**src/sv/dia_pkg.sv**
```systemverilog
// Shared types and constants for the descriptor ID allocator.
// Used by descriptor_id_allocator and its port checker; no dependencies.
`timescale 1ns / 1ps
`default_nettype none

package dia_pkg;

	// default geometry
	localparam int DEF_MAX_IDS   = 1024;
	localparam int DEF_WORD_BITS = 64;

	// fixed field widths
	localparam int MODE_W   = 2;
	localparam int DESC_W   = 10;
	localparam int STATUS_W = 2;
	localparam int LIMIT_W  = 11;
	localparam int TDATA_W  = 16;

	localparam logic [LIMIT_W-1:0] LIMIT_RESET = 11'd1024;

	// operation codes carried on s_tuser
	typedef enum logic [MODE_W-1:0] {
		MODE_ALLOC   = 2'd0,
		MODE_RELEASE = 2'd1,
		MODE_SET     = 2'd2,
		MODE_QUERY   = 2'd3
	} mode_t;

	// result codes carried on m_tuser
	typedef enum logic [STATUS_W-1:0] {
		ST_OK      = 2'd0,
		ST_NO_FREE = 2'd1,
		ST_RANGE   = 2'd2
	} status_t;

endpackage

`default_nettype wire

```
**src/sv/descriptor_id_allocator.sv**
```systemverilog
// Lowest-free ID allocator: sequencer, open / close-on-exec word memories,
// full-word summary and next-free hint. Depends on dia_pkg.
`timescale 1ns / 1ps
`default_nettype none

// One request at a time. An allocate walks the words from max(descriptor, hint):
// a word whose full bit is set is skipped without a read; a word that is read
// and has no free bit at or above the start offset takes a read step and a
// find step; the final word takes a read step, a find/write step and a result
// step. An in-range release, set or query takes one read-modify-write of a
// single word: accept, update and result steps. An out-of-range one, and an
// allocate whose start is already past the table, go from accept straight to
// the result step. The result step repeats while the output register still
// holds an untaken result. The pace of both kinds of request is set by the
// single read and write port of each word memory and by the word-by-word walk.
// After reset the block clears both memories, one word per cycle, before it
// takes a request.
// id_limit may be written at any idle time; values above MAX_IDS act as MAX_IDS.
// WORD_BITS must be a power of two.
module descriptor_id_allocator #(
	parameter int MAX_IDS   = dia_pkg::DEF_MAX_IDS,
	parameter int WORD_BITS = dia_pkg::DEF_WORD_BITS
) (
	input  wire logic                          clk,
	input  wire logic                          arst_n,
	// request: tuser = mode; tdata = descriptor[9:0], exec_close_flag[10], zero pad
	input  wire logic                          s_tvalid,
	output logic                               s_tready,
	input  wire logic [dia_pkg::TDATA_W-1:0]   s_tdata,
	input  wire logic [dia_pkg::MODE_W-1:0]    s_tuser,
	// result: tuser = status; tdata = id_out[9:0], is_open[10],
	// exec_close_state[11], zero pad
	output logic                               m_tvalid,
	input  wire logic                          m_tready,
	output logic [dia_pkg::TDATA_W-1:0]        m_tdata,
	output logic [dia_pkg::STATUS_W-1:0]       m_tuser,
	// id_limit write
	input  wire logic                          cfg_valid,
	output logic                               cfg_ready,
	input  wire logic [dia_pkg::LIMIT_W-1:0]   cfg_data
);
	import dia_pkg::*;

	localparam int WB      = WORD_BITS;
	localparam int NWORDS  = (MAX_IDS + WORD_BITS - 1) / WORD_BITS;
	localparam int OFF_W   = $clog2(WORD_BITS);
	localparam int WIDX_W  = (NWORDS > 1) ? $clog2(NWORDS) : 1;
	localparam int WPTR_W  = $clog2(NWORDS + 1);
	localparam int CNT_W   = $clog2(MAX_IDS + 1);
	localparam int CW      = (CNT_W > LIMIT_W) ? CNT_W : LIMIT_W;
	localparam int LAST_BITS = MAX_IDS - (NWORDS - 1) * WORD_BITS;
	localparam logic [WORD_BITS-1:0] LAST_MASK =
		{WORD_BITS{1'b1}} >> (WORD_BITS - LAST_BITS);
	localparam logic [CW-1:0]     MAX_C   = CW'(MAX_IDS);
	localparam logic [WPTR_W-1:0] NW_C    = WPTR_W'(NWORDS);
	localparam logic [WPTR_W-1:0] LAST_W  = WPTR_W'(NWORDS - 1);
	localparam logic [WIDX_W-1:0] LAST_IX = WIDX_W'(NWORDS - 1);

	typedef enum logic [2:0] {
		S_CLEAR,
		S_IDLE,
		S_SCAN,
		S_FIND,
		S_RMW,
		S_DONE
	} state_t;

	// lowest set bit of a word
	function automatic logic [OFF_W-1:0] low_one(input logic [WB-1:0] v);
		logic [OFF_W-1:0] r;
		r = '0;
		for (int i = WB - 1; i >= 0; i--) begin
			if (v[i]) r = OFF_W'(i);
		end
		return r;
	endfunction

	state_t              state_q;
	logic [WIDX_W-1:0]   clr_q;
	logic [WPTR_W-1:0]   w_q;
	logic [OFF_W-1:0]    off_q;
	mode_t               mode_q;
	logic                flag_q;
	logic [CW-1:0]       desc_q;
	logic [CW-1:0]       hint_q;
	logic [LIMIT_W-1:0]  id_limit_q;
	logic [NWORDS-1:0]   full_q;

	status_t             res_status_q;
	logic [DESC_W-1:0]   res_id_q;
	logic                res_open_q;
	logic                res_exec_q;

	logic                m_valid_q;
	status_t             m_status_q;
	logic [DESC_W-1:0]   m_id_q;
	logic                m_open_q;
	logic                m_exec_q;

	logic [WB-1:0]       open_mem [NWORDS];
	logic [WB-1:0]       exec_mem [NWORDS];
	logic [WB-1:0]       open_rd_q;
	logic [WB-1:0]       exec_rd_q;

	logic                accept_c;
	mode_t               in_mode_c;
	logic [CW-1:0]       in_desc_c;
	logic [CW-1:0]       from_c;
	logic [CW-1:0]       limit_c;
	logic [CW-1:0]       f_c;
	logic [WB-1:0]       vmask_c;
	logic [WB-1:0]       cand_c;
	logic                hit_c;
	logic                alloc_ok_c;
	logic [OFF_W-1:0]    pos_c;
	logic [OFF_W-1:0]    sel_pos_c;
	logic [WB-1:0]       bit_c;
	logic [WB-1:0]       new_open_c;
	logic [WB-1:0]       new_exec_c;
	logic                scan_end_c;
	logic                scan_full_c;
	logic                mem_we_c;
	logic [WIDX_W-1:0]   wa_c;
	logic [WB-1:0]       open_wd_c;
	logic [WB-1:0]       exec_wd_c;
	logic                rd_en_c;
	logic [WIDX_W-1:0]   ra_c;
	logic                out_free_c;

	assign s_tready  = (state_q == S_IDLE);
	assign cfg_ready = 1'b1;
	assign accept_c  = s_tvalid && s_tready;
	assign in_mode_c = mode_t'(s_tuser);
	assign in_desc_c = CW'(s_tdata[DESC_W-1:0]);
	assign from_c    = (in_desc_c < hint_q) ? hint_q : in_desc_c;
	assign limit_c   = CW'(id_limit_q);
	assign out_free_c = !m_valid_q || m_tready;

	// word search and update datapath
	always_comb begin
		vmask_c     = (w_q == LAST_W) ? LAST_MASK : {WB{1'b1}};
		cand_c      = ~open_rd_q & vmask_c & ({WB{1'b1}} << off_q);
		hit_c       = |cand_c;
		pos_c       = low_one(cand_c);
		f_c         = (CW'(w_q) << OFF_W) | CW'(pos_c);
		alloc_ok_c  = hit_c && (f_c < limit_c);
		sel_pos_c   = (state_q == S_FIND) ? pos_c : off_q;
		bit_c       = WB'(1) << sel_pos_c;
		scan_end_c  = (w_q >= NW_C);
		scan_full_c = full_q[w_q[WIDX_W-1:0]];

		// open word after the operation
		if (state_q == S_FIND)
			new_open_c = open_rd_q | bit_c;
		else if (mode_q == MODE_RELEASE)
			new_open_c = open_rd_q & ~bit_c;
		else
			new_open_c = open_rd_q;

		// close-on-exec word after the operation
		if (state_q == S_FIND || mode_q == MODE_SET)
			new_exec_c = flag_q ? (exec_rd_q | bit_c) : (exec_rd_q & ~bit_c);
		else
			new_exec_c = exec_rd_q;

		mem_we_c  = 1'b0;
		wa_c      = w_q[WIDX_W-1:0];
		open_wd_c = new_open_c;
		exec_wd_c = new_exec_c;
		rd_en_c   = 1'b0;
		ra_c      = w_q[WIDX_W-1:0];
		unique case (state_q)
			S_CLEAR: begin
				mem_we_c  = 1'b1;
				wa_c      = clr_q;
				open_wd_c = '0;
				exec_wd_c = '0;
			end
			S_IDLE: begin
				rd_en_c = accept_c && (in_mode_c != MODE_ALLOC) && (in_desc_c < MAX_C);
				ra_c    = WIDX_W'(in_desc_c >> OFF_W);
			end
			S_SCAN: begin
				rd_en_c = !scan_end_c && !scan_full_c;
			end
			S_FIND: begin
				mem_we_c = alloc_ok_c;
			end
			S_RMW: begin
				mem_we_c = 1'b1;
			end
			S_DONE: begin
			end
			default: begin
			end
		endcase
	end

	// word memories: one write and one registered read per cycle
	always_ff @(posedge clk) begin
		if (mem_we_c) begin
			open_mem[wa_c] <= open_wd_c;
			exec_mem[wa_c] <= exec_wd_c;
		end
		if (rd_en_c) begin
			open_rd_q <= open_mem[ra_c];
			exec_rd_q <= exec_mem[ra_c];
		end
	end

	// sequencer, summary, hint and result registers
	always_ff @(posedge clk or negedge arst_n) begin
		if (!arst_n) begin
			state_q      <= S_CLEAR;
			clr_q        <= '0;
			w_q          <= '0;
			off_q        <= '0;
			mode_q       <= MODE_ALLOC;
			flag_q       <= 1'b0;
			desc_q       <= '0;
			hint_q       <= '0;
			id_limit_q   <= LIMIT_RESET;
			full_q       <= '0;
			res_status_q <= ST_OK;
			res_id_q     <= '0;
			res_open_q   <= 1'b0;
			res_exec_q   <= 1'b0;
			m_valid_q    <= 1'b0;
			m_status_q   <= ST_OK;
			m_id_q       <= '0;
			m_open_q     <= 1'b0;
			m_exec_q     <= 1'b0;
		end else begin
			if (cfg_valid) id_limit_q <= cfg_data;
			// the result cycle reloads the output register itself
			if (m_valid_q && m_tready && state_q != S_DONE) m_valid_q <= 1'b0;

			unique case (state_q)
				// zero both memories after reset
				S_CLEAR: begin
					clr_q <= clr_q + 1'b1;
					if (clr_q == LAST_IX) state_q <= S_IDLE;
				end

				// take a request, start the walk or the single-word update
				S_IDLE: begin
					if (accept_c) begin
						mode_q <= in_mode_c;
						flag_q <= s_tdata[DESC_W];
						desc_q <= in_desc_c;
						if (in_mode_c == MODE_ALLOC) begin
							w_q   <= WPTR_W'(from_c >> OFF_W);
							off_q <= from_c[OFF_W-1:0];
							if (from_c >= MAX_C) begin
								res_status_q <= ST_NO_FREE;
								res_id_q     <= '0;
								res_open_q   <= 1'b0;
								res_exec_q   <= 1'b0;
								state_q      <= S_DONE;
							end else begin
								state_q <= S_SCAN;
							end
						end else begin
							w_q   <= WPTR_W'(in_desc_c >> OFF_W);
							off_q <= in_desc_c[OFF_W-1:0];
							if (in_desc_c >= MAX_C) begin
								res_status_q <= ST_RANGE;
								res_id_q     <= s_tdata[DESC_W-1:0];
								res_open_q   <= 1'b0;
								res_exec_q   <= 1'b0;
								state_q      <= S_DONE;
							end else begin
								state_q <= S_RMW;
							end
						end
					end
				end

				// skip full words; read the first one that is not full
				S_SCAN: begin
					if (scan_end_c) begin
						res_status_q <= ST_NO_FREE;
						res_id_q     <= '0;
						res_open_q   <= 1'b0;
						res_exec_q   <= 1'b0;
						state_q      <= S_DONE;
					end else if (scan_full_c) begin
						w_q   <= WPTR_W'(w_q + 1'b1);
						off_q <= '0;
					end else begin
						state_q <= S_FIND;
					end
				end

				// pick the lowest free bit, or move on to the next word
				S_FIND: begin
					if (!hit_c) begin
						w_q     <= WPTR_W'(w_q + 1'b1);
						off_q   <= '0;
						state_q <= S_SCAN;
					end else begin
						if (alloc_ok_c) begin
							full_q[w_q[WIDX_W-1:0]] <= ((new_open_c & vmask_c) == vmask_c);
							if (desc_q <= hint_q) hint_q <= CW'(f_c + 1'b1);
							res_status_q <= ST_OK;
							res_id_q     <= DESC_W'(f_c);
							res_open_q   <= 1'b1;
							res_exec_q   <= flag_q;
						end else begin
							res_status_q <= ST_NO_FREE;
							res_id_q     <= '0;
							res_open_q   <= 1'b0;
							res_exec_q   <= 1'b0;
						end
						state_q <= S_DONE;
					end
				end

				// release, set or query on one word
				S_RMW: begin
					if (mode_q == MODE_RELEASE) begin
						full_q[w_q[WIDX_W-1:0]] <= 1'b0;
						if (desc_q < hint_q) hint_q <= desc_q;
					end
					res_status_q <= ST_OK;
					res_id_q     <= DESC_W'(desc_q);
					res_open_q   <= new_open_c[off_q];
					res_exec_q   <= new_exec_c[off_q];
					state_q      <= S_DONE;
				end

				// hand the result to the output register
				S_DONE: begin
					if (out_free_c) begin
						m_valid_q  <= 1'b1;
						m_status_q <= res_status_q;
						m_id_q     <= res_id_q;
						m_open_q   <= res_open_q;
						m_exec_q   <= res_exec_q;
						state_q    <= S_IDLE;
					end
				end

				default: state_q <= S_IDLE;
			endcase
		end
	end

	assign m_tvalid = m_valid_q;
	assign m_tuser  = m_status_q;
	assign m_tdata  = TDATA_W'({m_exec_q, m_open_q, m_id_q});

endmodule

`default_nettype wire

```
**config.mk**
```make
export PLATFORM = sky130hd
export DESIGN_NAME = descriptor_id_allocator
export DESIGN_NICKNAME = d
export VERILOG_FILES = /design/src/sv/dia_pkg.sv /design/src/sv/descriptor_id_allocator.sv
export SDC_FILE = /design/constraint.sdc
export NUM_CORES = 2
export LEC_CHECK = 0
export ABC_CLOCK_PERIOD_IN_PS = 13200
export BUFFER_PORTS_ARGS = -buffer_cell sky130_fd_sc_hd__buf_4
export CAP_MARGIN = 20
export CORE_UTILIZATION = 50
export CTS_BUF_LIST = sky130_fd_sc_hd__clkbuf_8 sky130_fd_sc_hd__clkbuf_16
export CTS_CLUSTER_SIZE = 8
export DETAILED_ROUTE_END_ITERATION = 6
export PLACE_DENSITY_LB_ADDON = 0.25
export SLEW_MARGIN = 5
export SYNTH_ARGS = -nofsm -noshare
export SYNTH_HDL_FRONTEND = slang
export SYNTH_SLANG_ARGS = --single-unit
```
**constraint.sdc**
```tcl
create_clock -name clk -period 13.2 [get_ports clk]
set_clock_uncertainty 0.05 [all_clocks]
set_input_delay 2.64 -clock clk [delete_from_list [all_inputs] [get_ports clk]]
set_output_delay 2.64 -clock clk [all_outputs]
set_load 0.005 [all_outputs]
```
==> results.sh <==
export IMPL_status="complete, but fails checks"
export IMPL_violations="DRC"
export IMPL_cp_end_kind="flop"
export IMPL_die_w_um=437
export IMPL_grt_max_degree=128
export IMPL_root_buffer="clkbuf_16"
export IMPL_via_count=54700
export IMPL_yosys_warnings=0
export IMPL_nets=5663
export IMPL_holdCritStartpoint="full_q[15]"
export IMPL_tightestPinTransition_ns=1.23
export IMPL_rsz0062_at_grt="false"
export IMPL_htree_levels=5
export IMPL_cts_tree="yes"
export IMPL_period_needed_ns=8.49
export IMPL_fin_crit_sh_pct=64.3
export IMPL_slew_headroom_pct=17.2
export IMPL_p_comb_share_pct=35.7
export IMPL_core_area_um2=188000
export IMPL_hpwl_um=142000
export IMPL_first_pass_iters=7
export IMPL_power_density_nw_per_um2=267
export IMPL_drc_errors=2
export IMPL_synth_edf_count=2176
export IMPL_design_die_area_um2=191000
export IMPL_drv_cap=0
export IMPL_ir_drop_mv=0.248
export IMPL_yosysUniqueCellTypes=100
export IMPL_initial_core_util_pct=50.4
export IMPL_port_buffers=44
export IMPL_r2r_end="open_mem[6][24]"
export IMPL_p_sw_mw=10.1
export IMPL_cp_max_fo=81
export IMPL_grt_first_pass_wirelength_um=385000
export IMPL_synth_ff_type="edfxtp_1"
export IMPL_switching_share_pct=35.4
export IMPL_gp_congestion=0.998
export IMPL_arrival_ns=8.97
export IMPL_yosysSeqAreaShare_pct=71.5
export IMPL_io_pins=55
export IMPL_synth_seq_cells=2274
export IMPL_routedWlPerCell_um=32.8
export IMPL_cts_made_buffers=334
export IMPL_cts_resized=0
export IMPL_crit_type="flop to flop"
export IMPL_cts_post_setup_buffers_inserted=0
export IMPL_intPower_mw=18.5
export IMPL_drive_gt1_share_pct=21.2
export IMPL_path_clk_slew_ns=0.05
export IMPL_rr_startpoint="off_q[1]"
export IMPL_cts_hold_buffers=0
export IMPL_initialDrtViolationCount=6931
export IMPL_setup_viol=0
export IMPL_reg2reg_depth=24
export IMPL_finalHoldViolCount=0
export IMPL_grt_antenna_before_repair=4
export IMPL_grt_overflow=0
export IMPL_start_kind="flop"
export IMPL_synth_area_um2=94800
export IMPL_min_path_type="flop to flop"
export IMPL_synthCells=5427
export IMPL_async_flop_share_pct=4.31
export IMPL_synth_avg_cell_area_um2=17.5
export IMPL_p_total_mw=28.6
export IMPL_wl_um=267000
export IMPL_antenna_left=0
export IMPL_cp_startpoint="off_q[1]"
export IMPL_required_ns=13.67
export IMPL_clock_latency_ns=0.93
export IMPL_clock_sinks=2274
export IMPL_fmax_ghz=0.118
export IMPL_ff2ff_setup_slack_ns=4.71
export IMPL_holdPathStages=2
export IMPL_track_usage_pct=27.8
export IMPL_vias_per_cell=6.72
export IMPL_die_h_um=437
export IMPL_p_seq_share_pct=38.7
export IMPL_clockBufferDepth=4
export IMPL_hold_end="full_q[15]"
export IMPL_p_leak_nw=35.2
export IMPL_drv_slew=0
export IMPL_grt_pass1_vias=54400
export IMPL_rows=159
export IMPL_final_cell_mix="2176 x edfxtp_1, 523 x mux4_2, 436 x nand2_1"
export IMPL_final_common_cell="edfxtp_1"
export IMPL_area_delta_synth_final_pct=13.1
export IMPL_pwr_share_clk_pct=25.6
export IMPL_tns_ns=0
==> synth_stat cells (74+ instances only) <==
master	n	area, um^2
and2_1	155	970
a21oi_1	118	591
a31oi_1	178	1110
nand2_1	436	1640
mux4_2	523	11800
a211oi_1	140	1050
edfxtp_1	2176	65300
dfrtp_1	97	2430
clkbuf_1	244	916
o21ai_0	121	606
buf_1	74	278
mux2i_1	96	961
nor2_1	232	871
==> routing by layer <==
metal / track usage [%] / vias up / part of all wire [%]
li1: - / 22300 / -
met1: 39.3 / 28900 / 40
met2: 43.3 / 2944 / 47
met3: 5.65 / 631 / 9.2
met4: 9.59 / 4 / 3.5
met5: 0 / - / 0.015
==> power by group through the flow <==
stage / Clock (mW) / Sequential, mW / Combinational (mW)
5_1_grt: 7.71 / 11.1 / 10.8
6_report: 7.32 / 11.1 / 10.2
2_1_floorplan: 0 / 11.1 / 6.64
3_3_place_gp: 0 / 11.1 / 10.0
4_1_cts: 7.42 / 11.1 / 10.2
3_5_place_dp: 0 / 11.2 / 10.1
==> worst max-delay path by stage <==
stage                                  to  cells after the start
after floorplan              exec_rd_q[0]                      5
after global placement     open_mem[4][3]                     25
after detailed placement  open_mem[6][43]                     24
after CTS                 open_mem[6][63]                     24
after global routing      open_mem[6][29]                     24
final                     open_mem[6][24]                     24
==> final cells by class <==
class | count | area [um^2]
clock inverters | 42 | 195
multi-input cells | 2733 | 25500
fillers | 14000 | 80800
clock buffers | 342 | 8560
repair buffers | 199 | 1800
well taps | 2495 | 3120
diodes | 3 | 7.51
flip-flops and latches | 2274 | 67800
inverters | 52 | 195
==> kinds of logic after synthesis <==
logic type / share of synthesized area, %
flops: 71.5
simple gates: 5.59
compound gates: 6.56
mux: 13.9
buf+inv: 1.85
fa+ha+maj: 0.462
xor+xnor: 0.111
other cells: 0.00793
==> stage by stage <==
stage / setup WS (ns) / std cells / util [%] / hold WS [ns] / area (um^2)
after floorplan: 0.718 / 5430 / - / 0.394 / 94800
after global placement: 4.84 / 7739 / 52.3 / 0.419 / 98300
after detailed placement: 4.81 / 7740 / 52.3 / 0.419 / 98300
after CTS: 4.83 / 8124 / 57.0 / 0.434 / 107000
after global routing: 4.37 / 8137 / 57.0 / 0.444 / 107000
final: 4.71 / 8140 / 57.0 / 0.431 / 107000
==> worst max-delay path, stage by stage (launching register included) <==
cell and delay, ns:
dfrtp_2 0.33, buf_4 0.49, buf_4 0.54, o211ai_1 0.31, a21oi_1 0.46, and3_1 0.33, nand4_1 0.28, o211ai_1 0.65
inv_1 0.33, ha_1 0.37, a21oi_1 0.13, nor2b_1 0.05, o21ai_0 0.18, nand2b_1 0.09, a21oi_1 0.16, nor2b_1 0.06
o21ai_0 0.14, nand2_1 0.11, nor4_2 0.25, nor2_1 0.16, nor2_1 0.15, a21oi_1 0.30, nor2_4 0.72, buf_12 0.61
buf_4 0.66
==> state kept, by name, summed over array words and instances (netlist names), 11 cells and up <==
name        flops
full_q         16
open_rd_q      64
open_mem     1024
hint_q         11
exec_mem     1024
exec_rd_q      64
id_limit_q     11
Power figures use the tool's default switching activity.
